## config.mk

```make
export PLATFORM = sky130hd
export DESIGN_NAME = overload_victim_selector_core_flat
export DESIGN_NICKNAME = d
export VERILOG_FILES = /design/src/rtl/ovs_pkg.sv /design/src/rtl/ovs_if.sv /design/src/rtl/overload_victim_selector_core.sv /design/src/rtl/ovs_lane.sv /design/src/rtl/ovs_merge.sv /design/src/flat_wrapper.sv
export SDC_FILE = /design/constraint.sdc
export NUM_CORES = 1
export LEC_CHECK = 0
export ABC_AREA = 1
export BUFFER_PORTS_ARGS = -buffer_cell sky130_fd_sc_hd__buf_2
export CAP_MARGIN = 20
export CORE_UTILIZATION = 40
export DETAILED_ROUTE_END_ITERATION = 8
export GPL_TIMING_DRIVEN = 0
export MAX_ROUTING_LAYER = met4
export PLACE_DENSITY = 0.66
export RECOVER_POWER = 100
export SLEW_MARGIN = 10
export SYNTH_ARGS = -nofsm -noshare
export SYNTH_HDL_FRONTEND = slang
export SYNTH_SLANG_ARGS = --single-unit
```

## constraint.sdc

```tcl
create_clock -name clk -period 4.7 [get_ports clk]
set_input_delay 0.47 -clock clk [delete_from_list [all_inputs] [get_ports clk]]
set_output_delay 0.47 -clock clk [all_outputs]
set_load 0.005 [all_outputs]
```

## src/rtl/ovs_pkg.sv

```systemverilog
// Shared constants, types and helpers of the overload victim selector.
package ovs_pkg;

    localparam int VALUE_W         = 10;
    localparam int LEVEL_W         = 14;
    localparam int IDX_OUT_W       = 4;
    localparam int CFG_IDX_W       = 4;
    localparam int PICK_IDX_W      = 7;
    localparam int NUM_TOT         = 6;
    localparam int MAX_CLIENTS_DEF = 16;
    localparam int LANES_DEF       = 4;

    // step total slots: CPU steps then memory steps
    localparam int TOT_CPU0 = 0;
    localparam int TOT_CPU1 = 1;
    localparam int TOT_CPU2 = 2;
    localparam int TOT_MEM0 = 3;
    localparam int TOT_MEM1 = 4;
    localparam int TOT_MEM2 = 5;

    localparam logic [LEVEL_W-1:0] OVERLOAD_RST = LEVEL_W'(90);
    localparam logic [LEVEL_W-1:0] ALLOWED_RST  = LEVEL_W'(80);

    localparam logic [CFG_IDX_W-1:0] REG_OVERLOAD = CFG_IDX_W'(0);
    localparam logic [CFG_IDX_W-1:0] REG_ALLOWED  = CFG_IDX_W'(1);

    typedef enum logic [1:0] {
        ST_LOAD,
        ST_SCAN,
        ST_DRAIN,
        ST_MERGE
    } ovs_state_t;

    typedef struct packed {
        logic                  found;
        logic [VALUE_W-1:0]    value;
        logic [PICK_IDX_W-1:0] idx;
    } pick_t;

    // a beats b: smaller value, earlier client on a tie
    function automatic logic pick_wins(pick_t a, pick_t b);
        logic wins;
        wins = a.found && (!b.found || (a.value < b.value) ||
                           ((a.value == b.value) && (a.idx < b.idx)));
        return wins;
    endfunction

endpackage

```

## src/rtl/ovs_if.sv

```systemverilog
// Channel interfaces: client items, selection results and register writes.
interface ovs_in_if;
    logic                        valid;
    logic                        ready;
    logic [ovs_pkg::VALUE_W-1:0] cpu_step0;
    logic [ovs_pkg::VALUE_W-1:0] cpu_step1;
    logic [ovs_pkg::VALUE_W-1:0] cpu_step2;
    logic [ovs_pkg::VALUE_W-1:0] mem_step0;
    logic [ovs_pkg::VALUE_W-1:0] mem_step1;
    logic [ovs_pkg::VALUE_W-1:0] mem_step2;
    logic                        last_client;

    modport source (
        output valid, cpu_step0, cpu_step1, cpu_step2,
               mem_step0, mem_step1, mem_step2, last_client,
        input  ready
    );
    modport sink (
        input  valid, cpu_step0, cpu_step1, cpu_step2,
               mem_step0, mem_step1, mem_step2, last_client,
        output ready
    );
endinterface

interface ovs_out_if;
    logic                          valid;
    logic                          ready;
    logic                          victim_found;
    logic [ovs_pkg::IDX_OUT_W-1:0] victim_index;
    logic                          cpu_overload;
    logic                          mem_overload;

    modport source (
        output valid, victim_found, victim_index, cpu_overload, mem_overload,
        input  ready
    );
    modport sink (
        input  valid, victim_found, victim_index, cpu_overload, mem_overload,
        output ready
    );
endinterface

interface ovs_cfg_if;
    logic                          valid;
    logic                          ready;
    logic [ovs_pkg::CFG_IDX_W-1:0] index;
    logic [ovs_pkg::LEVEL_W-1:0]   data;

    modport source (
        output valid, index, data,
        input  ready
    );
    modport sink (
        input  valid, index, data,
        output ready
    );
endinterface

```

## src/rtl/overload_victim_selector_core.sv

```systemverilog
// Overload victim selector: top level with loading, lane scan control and result register.
//
// Clients stream in one transaction per cycle; each transaction adds the client's
// predicted CPU and memory usage for three future steps to six saturating step
// totals (14 bits, clipped at 16383) and stores its third-step values in the
// lane banks, client k going to lane k mod LANES. Clients beyond MAX_CLIENTS in
// a round are dropped. The transaction marked last_client closes the round:
// the input then stalls while all lanes read their banks in parallel, one row
// per cycle, each keeping the smallest third-step value whose removal leaves
// the third-step total at or below allowed_level (earliest client on ties).
// After the scan a merging stage combines the lanes, and the result
// transaction goes to the output register. The length of the scan is set by
// the single read port of each lane bank. The next round may start loading
// while the result still waits to be taken. A memory pick overrides the CPU
// pick; a resource only picks when all three of its step totals exceed
// overload_level. victim_index carries the low four bits of the client
// position. LANES must be a power of two, at least 2. Register writes are
// always accepted and must only be made while the block is idle.
module overload_victim_selector_core #(
    parameter int MAX_CLIENTS = ovs_pkg::MAX_CLIENTS_DEF,
    parameter int LANES       = ovs_pkg::LANES_DEF
) (
    input  logic       clk,
    input  logic       rst_n,
    ovs_cfg_if.sink    cfg,
    ovs_in_if.sink     item,
    ovs_out_if.source  result
);
    import ovs_pkg::*;

    localparam int LSEL_W  = $clog2(LANES);
    localparam int BANK_D  = (MAX_CLIENTS + LANES - 1) / LANES;
    localparam int BANK_AW = (BANK_D > 1) ? $clog2(BANK_D) : 1;
    localparam int CNT_W   = $clog2(MAX_CLIENTS + 1);

    // control state
    ovs_state_t         state_reg, state_next;
    logic [CNT_W-1:0]   cnt_reg, cnt_next;
    logic [LSEL_W-1:0]  wr_lane_reg, wr_lane_next;
    logic [BANK_AW-1:0] wr_addr_reg, wr_addr_next;
    logic [BANK_AW-1:0] rd_row_reg, rd_row_next;
    logic [LEVEL_W-1:0] tot_reg [NUM_TOT];
    logic [LEVEL_W-1:0] tot_next [NUM_TOT];
    logic [LEVEL_W-1:0] overload_reg, allowed_reg;
    logic               out_vld_reg, out_vld_next;

    // result payload
    logic                 found_reg, found_next;
    logic [IDX_OUT_W-1:0] index_reg, index_next;
    logic                 cpu_ov_reg, cpu_ov_next;
    logic                 mem_ov_reg, mem_ov_next;

    // strobes from the state machine
    logic in_rdy, rd_en, merge_ok, lane_clear;
    logic item_acc, store_en, scan_last, room;

    logic [VALUE_W-1:0] step_val [NUM_TOT];
    pick_t              cpu_lane [LANES];
    pick_t              mem_lane [LANES];
    pick_t              cpu_pick, mem_pick;

    // ------------------------------------------------------------------
    // Register writes: always ready, unknown indexes are dropped
    // ------------------------------------------------------------------
    assign cfg.ready = 1'b1;

    always_ff @(posedge clk or negedge rst_n)
    begin
        if (!rst_n)
        begin
            overload_reg <= OVERLOAD_RST;
            allowed_reg  <= ALLOWED_RST;
        end
        else if (cfg.valid)
        begin
            unique case (cfg.index)
                REG_OVERLOAD: overload_reg <= cfg.data;
                REG_ALLOWED:  allowed_reg  <= cfg.data;
                default:      ;
            endcase
        end
    end

    // ------------------------------------------------------------------
    // Round sequencer: load, scan the banks, let the last row settle, merge
    // ------------------------------------------------------------------
    assign item_acc  = item.valid && in_rdy;
    assign room      = cnt_reg < CNT_W'(MAX_CLIENTS);
    assign store_en  = item_acc && room;
    assign scan_last = rd_row_reg == BANK_AW'(BANK_D - 1);

    always_comb
    begin
        state_next = state_reg;
        unique case (state_reg)
            ST_LOAD:
            begin
                if (item_acc && item.last_client)
                    state_next = ST_SCAN;
            end
            ST_SCAN:
            begin
                if (scan_last)
                    state_next = ST_DRAIN;
            end
            ST_DRAIN:
                state_next = ST_MERGE;
            ST_MERGE:
            begin
                if (merge_ok)
                    state_next = ST_LOAD;
            end
            default:
                state_next = ST_LOAD;
        endcase
    end

    always_comb
    begin
        in_rdy   = 1'b0;
        rd_en    = 1'b0;
        merge_ok = 1'b0;
        unique case (state_reg)
            ST_LOAD:  in_rdy   = 1'b1;
            ST_SCAN:  rd_en    = 1'b1;
            ST_DRAIN: ;
            ST_MERGE: merge_ok = !out_vld_reg || result.ready;
            default:  ;
        endcase
    end

    // lanes restart their search as the round closes
    assign lane_clear = item_acc && item.last_client;
    assign item.ready = in_rdy;

    // ------------------------------------------------------------------
    // Loading: saturating step totals and bank write pointer
    // ------------------------------------------------------------------
    assign step_val[TOT_CPU0] = item.cpu_step0;
    assign step_val[TOT_CPU1] = item.cpu_step1;
    assign step_val[TOT_CPU2] = item.cpu_step2;
    assign step_val[TOT_MEM0] = item.mem_step0;
    assign step_val[TOT_MEM1] = item.mem_step1;
    assign step_val[TOT_MEM2] = item.mem_step2;

    always_comb
    begin
        logic [LEVEL_W:0] sum;
        for (int s = 0; s < NUM_TOT; s++)
        begin
            sum = {1'b0, tot_reg[s]} + (LEVEL_W + 1)'(step_val[s]);
            if (merge_ok)
                tot_next[s] = '0;
            else if (store_en)
                tot_next[s] = sum[LEVEL_W] ? {LEVEL_W{1'b1}} : sum[LEVEL_W-1:0];
            else
                tot_next[s] = tot_reg[s];
        end
    end

    always_comb
    begin
        cnt_next     = cnt_reg;
        wr_lane_next = wr_lane_reg;
        wr_addr_next = wr_addr_reg;
        if (merge_ok)
        begin
            cnt_next     = '0;
            wr_lane_next = '0;
            wr_addr_next = '0;
        end
        else if (store_en)
        begin
            cnt_next     = cnt_reg + CNT_W'(1);
            wr_lane_next = wr_lane_reg + LSEL_W'(1);
            // advance to the next row once every lane has taken a client
            if (wr_lane_reg == {LSEL_W{1'b1}})
                wr_addr_next = wr_addr_reg + BANK_AW'(1);
        end
    end

    assign rd_row_next = (rd_en && !scan_last) ? rd_row_reg + BANK_AW'(1) : '0;

    // ------------------------------------------------------------------
    // Lanes and merging stage
    // ------------------------------------------------------------------
    for (genvar g = 0; g < LANES; g++)
    begin : g_lane
        ovs_lane #(
            .LANE_ID (g),
            .LSEL_W  (LSEL_W),
            .BANK_D  (BANK_D),
            .BANK_AW (BANK_AW),
            .CNT_W   (CNT_W)
        ) u_lane (
            .clk       (clk),
            .rst_n     (rst_n),
            .wr_en     (store_en && (wr_lane_reg == LSEL_W'(g))),
            .wr_addr   (wr_addr_reg),
            .wr_cpu    (item.cpu_step2),
            .wr_mem    (item.mem_step2),
            .rd_en     (rd_en),
            .rd_addr   (rd_row_reg),
            .clear     (lane_clear),
            .cpu_total (tot_reg[TOT_CPU2]),
            .mem_total (tot_reg[TOT_MEM2]),
            .allowed   (allowed_reg),
            .cnt       (cnt_reg),
            .cpu_best  (cpu_lane[g]),
            .mem_best  (mem_lane[g])
        );
    end

    ovs_merge #(
        .LANES (LANES)
    ) u_merge (
        .cpu_lane (cpu_lane),
        .mem_lane (mem_lane),
        .cpu_pick (cpu_pick),
        .mem_pick (mem_pick)
    );

    // ------------------------------------------------------------------
    // Result register: overload tests, memory pick overrides CPU pick
    // ------------------------------------------------------------------
    always_comb
    begin
        cpu_ov_next = (tot_reg[TOT_CPU0] > overload_reg)
                   && (tot_reg[TOT_CPU1] > overload_reg)
                   && (tot_reg[TOT_CPU2] > overload_reg);
        mem_ov_next = (tot_reg[TOT_MEM0] > overload_reg)
                   && (tot_reg[TOT_MEM1] > overload_reg)
                   && (tot_reg[TOT_MEM2] > overload_reg);
        found_next  = 1'b0;
        index_next  = '0;
        if (mem_ov_next && mem_pick.found)
        begin
            found_next = 1'b1;
            index_next = IDX_OUT_W'(mem_pick.idx);
        end
        else if (cpu_ov_next && cpu_pick.found)
        begin
            found_next = 1'b1;
            index_next = IDX_OUT_W'(cpu_pick.idx);
        end
    end

    assign out_vld_next = merge_ok ? 1'b1 : (result.ready ? 1'b0 : out_vld_reg);

    always_ff @(posedge clk)
    begin
        if (merge_ok)
        begin
            found_reg  <= found_next;
            index_reg  <= index_next;
            cpu_ov_reg <= cpu_ov_next;
            mem_ov_reg <= mem_ov_next;
        end
    end

    always_ff @(posedge clk or negedge rst_n)
    begin
        if (!rst_n)
        begin
            state_reg   <= ST_LOAD;
            cnt_reg     <= '0;
            wr_lane_reg <= '0;
            wr_addr_reg <= '0;
            rd_row_reg  <= '0;
            out_vld_reg <= 1'b0;
            for (int s = 0; s < NUM_TOT; s++)
                tot_reg[s] <= '0;
        end
        else
        begin
            state_reg   <= state_next;
            cnt_reg     <= cnt_next;
            wr_lane_reg <= wr_lane_next;
            wr_addr_reg <= wr_addr_next;
            rd_row_reg  <= rd_row_next;
            out_vld_reg <= out_vld_next;
            for (int s = 0; s < NUM_TOT; s++)
                tot_reg[s] <= tot_next[s];
        end
    end

    assign result.valid        = out_vld_reg;
    assign result.victim_found = found_reg;
    assign result.victim_index = index_reg;
    assign result.cpu_overload = cpu_ov_reg;
    assign result.mem_overload = mem_ov_reg;

    // ------------------------------------------------------------------
    // Checks
    // ------------------------------------------------------------------
`ifndef SYNTHESIS
    // a new result only ever comes out of the merge step
    a_result_from_merge: assert property (@(posedge clk) disable iff (!rst_n)
        $rose(result.valid) |-> $past(state_reg == ST_MERGE))
        else $error("result raised outside merge");

    // client count never passes capacity
    a_count_bound: assert property (@(posedge clk) disable iff (!rst_n)
        cnt_reg <= CNT_W'(MAX_CLIENTS))
        else $error("client count beyond capacity");

    // a victim needs an overloaded resource
    a_victim_needs_overload: assert property (@(posedge clk) disable iff (!rst_n)
        (result.valid && result.victim_found) |->
            (result.cpu_overload || result.mem_overload))
        else $error("victim without overload");

    // inputs are held off for the whole scan
    a_no_load_in_scan: assert property (@(posedge clk) disable iff (!rst_n)
        (state_reg == ST_SCAN || state_reg == ST_DRAIN) |-> !item.ready)
        else $error("input taken during scan");
`endif

endmodule

```

## src/rtl/ovs_lane.sv

```systemverilog
// One scan lane: a bank of stored third-step values and its running best picks.
module ovs_lane #(
    parameter int LANE_ID = 0,
    parameter int LSEL_W  = 2,
    parameter int BANK_D  = 4,
    parameter int BANK_AW = 2,
    parameter int CNT_W   = 5
) (
    input  logic                         clk,
    input  logic                         rst_n,
    input  logic                         wr_en,
    input  logic [BANK_AW-1:0]           wr_addr,
    input  logic [ovs_pkg::VALUE_W-1:0]  wr_cpu,
    input  logic [ovs_pkg::VALUE_W-1:0]  wr_mem,
    input  logic                         rd_en,
    input  logic [BANK_AW-1:0]           rd_addr,
    input  logic                         clear,
    input  logic [ovs_pkg::LEVEL_W-1:0]  cpu_total,
    input  logic [ovs_pkg::LEVEL_W-1:0]  mem_total,
    input  logic [ovs_pkg::LEVEL_W-1:0]  allowed,
    input  logic [CNT_W-1:0]             cnt,
    output ovs_pkg::pick_t               cpu_best,
    output ovs_pkg::pick_t               mem_best
);
    import ovs_pkg::*;

    localparam int XW = BANK_AW + LSEL_W;

    logic [VALUE_W-1:0] cpu_bank_reg [BANK_D];
    logic [VALUE_W-1:0] mem_bank_reg [BANK_D];
    logic [VALUE_W-1:0] cpu_rd_reg, mem_rd_reg;
    logic [BANK_AW-1:0] rd_row_reg;
    logic               rd_vld_reg;

    logic               cpu_found_reg, mem_found_reg;
    logic [VALUE_W-1:0] cpu_best_reg, mem_best_reg;
    logic [XW-1:0]      cpu_idx_reg, mem_idx_reg;

    logic [XW-1:0]      cand_idx;
    logic               cand_vld;
    logic               cpu_take, mem_take;

    // bank storage, read data registered
    always_ff @(posedge clk)
    begin
        if (wr_en)
        begin
            cpu_bank_reg[wr_addr] <= wr_cpu;
            mem_bank_reg[wr_addr] <= wr_mem;
        end
        if (rd_en)
        begin
            cpu_rd_reg <= cpu_bank_reg[rd_addr];
            mem_rd_reg <= mem_bank_reg[rd_addr];
            rd_row_reg <= rd_addr;
        end
    end

    always_ff @(posedge clk or negedge rst_n)
    begin
        if (!rst_n)
            rd_vld_reg <= 1'b0;
        else
            rd_vld_reg <= rd_en;
    end

    // client number of this row in this lane; drop entries beyond the round
    assign cand_idx = {rd_row_reg, LSEL_W'(LANE_ID)};
    assign cand_vld = rd_vld_reg && ({1'b0, cand_idx} < (XW + 1)'(cnt));

    assign cpu_take = cand_vld
        && ({1'b0, cpu_total} <= ({1'b0, allowed} + (LEVEL_W + 1)'(cpu_rd_reg)))
        && (!cpu_found_reg || (cpu_rd_reg < cpu_best_reg));
    assign mem_take = cand_vld
        && ({1'b0, mem_total} <= ({1'b0, allowed} + (LEVEL_W + 1)'(mem_rd_reg)))
        && (!mem_found_reg || (mem_rd_reg < mem_best_reg));

    always_ff @(posedge clk or negedge rst_n)
    begin
        if (!rst_n)
        begin
            cpu_found_reg <= 1'b0;
            mem_found_reg <= 1'b0;
        end
        else if (clear)
        begin
            cpu_found_reg <= 1'b0;
            mem_found_reg <= 1'b0;
        end
        else
        begin
            if (cpu_take)
                cpu_found_reg <= 1'b1;
            if (mem_take)
                mem_found_reg <= 1'b1;
        end
    end

    always_ff @(posedge clk)
    begin
        if (cpu_take)
        begin
            cpu_best_reg <= cpu_rd_reg;
            cpu_idx_reg  <= cand_idx;
        end
        if (mem_take)
        begin
            mem_best_reg <= mem_rd_reg;
            mem_idx_reg  <= cand_idx;
        end
    end

    assign cpu_best.found = cpu_found_reg;
    assign cpu_best.value = cpu_best_reg;
    assign cpu_best.idx   = PICK_IDX_W'(cpu_idx_reg);
    assign mem_best.found = mem_found_reg;
    assign mem_best.value = mem_best_reg;
    assign mem_best.idx   = PICK_IDX_W'(mem_idx_reg);

endmodule

```

## src/rtl/ovs_merge.sv

```systemverilog
// Combine the per-lane best picks into one pick per resource.
module ovs_merge #(
    parameter int LANES = 4
) (
    input  ovs_pkg::pick_t cpu_lane [LANES],
    input  ovs_pkg::pick_t mem_lane [LANES],
    output ovs_pkg::pick_t cpu_pick,
    output ovs_pkg::pick_t mem_pick
);
    import ovs_pkg::*;

    always_comb
    begin
        pick_t cpu_acc;
        pick_t mem_acc;
        cpu_acc = cpu_lane[0];
        mem_acc = mem_lane[0];
        for (int i = 1; i < LANES; i++)
        begin
            if (pick_wins(cpu_lane[i], cpu_acc))
                cpu_acc = cpu_lane[i];
            if (pick_wins(mem_lane[i], mem_acc))
                mem_acc = mem_lane[i];
        end
        cpu_pick = cpu_acc;
        mem_pick = mem_acc;
    end

endmodule
```

## src/flat_wrapper.sv

```systemverilog
// flat-port wrapper written by rule: the top's interface ports become plain ports
module overload_victim_selector_core_flat import ovs_pkg::*;
#(
    parameter int MAX_CLIENTS = ovs_pkg::MAX_CLIENTS_DEF,
    parameter int LANES       = ovs_pkg::LANES_DEF
)
  (clk, rst_n, cfg_valid, cfg_index, cfg_data, cfg_ready, item_valid, item_cpu_step0, item_cpu_step1, item_cpu_step2, item_mem_step0, item_mem_step1, item_mem_step2, item_last_client, item_ready, result_valid, result_victim_found, result_victim_index, result_cpu_overload, result_mem_overload, result_ready);
  ovs_cfg_if cfg_i ();
  ovs_in_if item_i ();
  ovs_out_if result_i ();
  input  logic clk;
  input  logic rst_n;
  input wire logic [$bits(cfg_i.valid)-1:0] cfg_valid;
  input wire logic [$bits(cfg_i.index)-1:0] cfg_index;
  input wire logic [$bits(cfg_i.data)-1:0] cfg_data;
  output wire logic [$bits(cfg_i.ready)-1:0] cfg_ready;
  input wire logic [$bits(item_i.valid)-1:0] item_valid;
  input wire logic [$bits(item_i.cpu_step0)-1:0] item_cpu_step0;
  input wire logic [$bits(item_i.cpu_step1)-1:0] item_cpu_step1;
  input wire logic [$bits(item_i.cpu_step2)-1:0] item_cpu_step2;
  input wire logic [$bits(item_i.mem_step0)-1:0] item_mem_step0;
  input wire logic [$bits(item_i.mem_step1)-1:0] item_mem_step1;
  input wire logic [$bits(item_i.mem_step2)-1:0] item_mem_step2;
  input wire logic [$bits(item_i.last_client)-1:0] item_last_client;
  output wire logic [$bits(item_i.ready)-1:0] item_ready;
  output wire logic [$bits(result_i.valid)-1:0] result_valid;
  output wire logic [$bits(result_i.victim_found)-1:0] result_victim_found;
  output wire logic [$bits(result_i.victim_index)-1:0] result_victim_index;
  output wire logic [$bits(result_i.cpu_overload)-1:0] result_cpu_overload;
  output wire logic [$bits(result_i.mem_overload)-1:0] result_mem_overload;
  input wire logic [$bits(result_i.ready)-1:0] result_ready;
  assign cfg_i.valid = cfg_valid;
  assign cfg_i.index = cfg_index;
  assign cfg_i.data = cfg_data;
  assign cfg_ready = cfg_i.ready;
  assign item_i.valid = item_valid;
  assign item_i.cpu_step0 = item_cpu_step0;
  assign item_i.cpu_step1 = item_cpu_step1;
  assign item_i.cpu_step2 = item_cpu_step2;
  assign item_i.mem_step0 = item_mem_step0;
  assign item_i.mem_step1 = item_mem_step1;
  assign item_i.mem_step2 = item_mem_step2;
  assign item_i.last_client = item_last_client;
  assign item_ready = item_i.ready;
  assign result_valid = result_i.valid;
  assign result_victim_found = result_i.victim_found;
  assign result_victim_index = result_i.victim_index;
  assign result_cpu_overload = result_i.cpu_overload;
  assign result_mem_overload = result_i.mem_overload;
  assign result_i.ready = result_ready;
  overload_victim_selector_core #(.MAX_CLIENTS(MAX_CLIENTS), .LANES(LANES)) u_core (.clk(clk), .rst_n(rst_n), .cfg(cfg_i), .item(item_i), .result(result_i));
endmodule
```

==> impl_metrics.ini <==
[status]
status = finished with violations
violations = max-capacitance violations, max-slew violations, negative setup slack

[place]
io_buffers = 92
dp.final_hpwl_um = 81100
dpl_cell_area_mm2 = 0.0400
gp_congestion = 0.951
place_ws_ns = -1.19

[timing]
grt_setup_unrepaired = yes
tightest_slew_ns = 4.06
fin_skew_ns = 0.0316
finalCriticalPeriod_ns = 5.07
max_clock_freq_mhz = 197
hold_viol_final = 0
period_share_pct = 108
timing.final.ws_setup_ns = -0.374
final-max-slew-violation-count = 272
relSlewSlack_pct = -171
finalSetupViolations = 19

[cells_and_area]
syn_to_final_growth_pct = 14.5
fin_util_pct = 46.6
final_area_mm2 = 0.0429
fillers = 8623
drive_gt1_share_pct = 10.3
nets = 4542

[power]
power_density_mw_per_mm2 = 653
max-vdd-ir-drop_uv = 417
power.leakage_uw = 0.0181

[global_routing]
grt_start_max_net_pins = 71
grt_usage_pct = 23.9
grt_overflow = 0
antenna_found_initial = 2
grt_pass1_wl_um = 165000
first_global_vias = 27900

[critical_path]
crit_top_cell = buf_4
slowest_stage = edfxtp_1
cp_max_fo = 5
cp_slowest_stage_delay_ns = 0.43
crit_type = register to register
start_kind = register
crit_arrival_ns = 5.44
critical_path.endpoint_type = register
worst_ep_required_time_ns = 5.07

[cts]
clkSinkCount = 640
cts.root.buffer_cell = clkbuf_16
cts_buffers = 70
insertion_delay_ns = 0.63
clockBufferDepth = 3
cts_tree = built
path_clk_slew_ns = 0.07
htreeDepth = 3

[logic_synthesis]
yosysTopAreaCell = edfxtp_1
synth-seq-area-share_pct = 49.5
synth_top_area_share_pct = 40.5
synth_cell_type_count = 59
syn-num-nets = 4308
ys.flop_type = edfxtp_1
synthTopCellsByArea = edfxtp_1 40%, ha_1 16%, dfrtp_1 8.6%
syn_area_mm2 = 0.0375
yosysWarnings = 0
synth_edf_count = 505
synth-async-reset-ratio_pct = 21.1
syn_avg_cell_area_um2 = 10.1
ys_ff_latch = 640
syn_inst = 3719

[drt]
drc = 0
drtPass1Iterations = 5
routedWlPerCell_um = 21.2
dr.max_layer_used = met4
routed_wl_um = 111000
m1WireLength_um = 46700
drt_iter0_markers = 2276
vias = 29000
wl_met2_um = 52500
vias_per_cell = 5.51
wl_met3_um = 7790
antenna_left = 0

[floorplan]
fp.coreArea_mm2 = 0.0922
die_w_um = 308
start_util_pct = 40.7
num_io_pins = 94
num_rows = 111
dieArea_mm2 = 0.0949
die_h_um = 308

[run]
maxCapViolations = 11

[hold_path]
hold_class = input pin to register
-- layout make-up --
| cell class | count | area (µm²) | area share (%) |
|---|---|---|---|
| Clock buffer | 84 | 1890 | 4.39 |
| Antenna cell | 2 | 5.00 | 0.0117 |
| Multi-Input combinational cell | 2603 | 17600 | 41.0 |
| Buffer | 98 | 494 | 1.15 |
| Inverter | 378 | 1420 | 3.30 |
| Timing Repair Buffer | 162 | 975 | 2.27 |
| Clock inverter | 41 | 455 | 1.06 |
| Tap cell | 1243 | 1560 | 3.62 |
| Sequential cell | 640 | 18600 | 43.2 |
-- Yosys cell counts (6+ instances only) --
library cell	count
ha_1	491
o31ai_2	6
nand2_1	488
o21a_1	14
xnor2_1	46
o2111ai_1	7
dfrtp_1	129
clkbuf_1	81
a211oi_1	16
buf_1	6
o21ai_2	14
dfstp_2	6
o211ai_1	6
nand3_1	123
o21ai_0	383
inv_1	371
edfxtp_1	505
o21ai_1	37
nor3_1	21
xor2_1	59
nor4_1	6
a31oi_1	12
o21bai_1	17
nor2_1	293
or2_2	31
nand4_1	30
a21oi_1	305
nand2_2	14
fa_1	14
a21o_1	15
o22ai_1	100
-- timing repair --
item                                    in CTS  in global routing
pin swaps                                   28                 44
gates cloned                                 2                  0
buffers inserted                            33                 15
hold buffers                                 1                  0
endpoints found under the setup margin      80                 81
gates resized for setup                    113                 71
endpoints found under the hold margin       65                  0
-- cells in the final DEF (no fill, tap or decap), types with 17 or more instances in the layout --
cell / count
a21oi_1: 299
buf_2: 64
buf_4: 53
clkbuf_1: 127
clkbuf_16: 73
dfrtp_1: 125
edfxtp_1: 505
ha_1: 482
inv_1: 363
nand2_1: 465
nand2_2: 22
nand3_1: 115
nand4_1: 30
nor2_1: 282
nor3_1: 21
o21ai_0: 384
o21ai_1: 26
o21bai_1: 17
o22ai_1: 100
or2_2: 31
xnor2_1: 46
xor2_1: 59
-- critical path: cells and delay by family, from the launching register on --
kind	cells	cell delay (ns)
flops	1	0.43
compound gates	3	0.30
buf+inv	12	1.50
fa+ha+maj	2	0.56
simple gates	21	1.98
-- per-stage QoR --
| step | setup TNS (ns) | std cells | hold WS, ns | total power (µW) |
|---|---|---|---|---|
| global placement | -69.59 | 5054 | 0.458 | 20900 |
| CTS | -1.51 | 5234 | 0.111 | 27700 |
| detailed placement | -19.59 | 5074 | 0.471 | 21400 |
| floorplan | 0 | 3719 | 0.174 | 17300 |
| global route | -21.33 | 5250 | 0.137 | 30100 |
| finish | -2.53 | 5251 | 0.129 | 28000 |
-- power breakdown --
group / leakage, µW / total [µW] / switching [µW] / internal, µW
logic: 0.0106 / 13400 / 8240 / 5150
clock network: 0.00115 / 5670 / 2390 / 3280
registers: 0.00632 / 8970 / 1410 / 7550
-- worst paths after layout --
path / to / cells after the start / slack [ns] / start
setup / recovery: u_core.result.victim_index[3]$_DFFE_PP_ / 38 / -0.37 / u_core.g_lane[1].u_lane.cpu_best_reg[6]$_DFFE_PP_
hold / removal: u_core.overload_reg[6]$_DFFE_PN1P_ / 3 / 0.13 / cfg_data[6]
setup reg to reg: u_core.result.victim_index[3]$_DFFE_PP_ / 38 / -0.37 / u_core.g_lane[1].u_lane.cpu_best_reg[6]$_DFFE_PP_
hold reg to reg: u_core.overload_reg[9]$_DFFE_PN0P_ / 2 / 0.49 / u_core.overload_reg[9]$_DFFE_PN0P_
max in group asynchronous: u_core.tot_reg[42]$_DFFE_PN0P_ / 2 / 0.60 / rst_n
min in group asynchronous: u_core.tot_reg[32]$_DFFE_PN0P_ / 2 / 1.80 / rst_n
-- layer usage --
| layer | up-vias | global-route usage, % |
|---|---|---|
| met3 | 231 | 2.71 |
| met5 | - | - |
| li1 | 13700 | - |
| met2 | 992 | 38.8 |
| met4 | 0 | 8.64 |
| met1 | 14000 | 30.7 |
-- logic make-up after synthesis --
| logic type | synth area share [%] |
|---|---|
| buffers and inverters | 4.89 |
| other | 0.0100 |
| and+or+nand+nor | 11.7 |
| adders and majority gates | 17.1 |
| xor gates and xnor gates | 2.45 |
| DFF | 49.5 |
| AOI/OAI and AO/OA | 14.3 |
(Power assumes the default switching activity.)
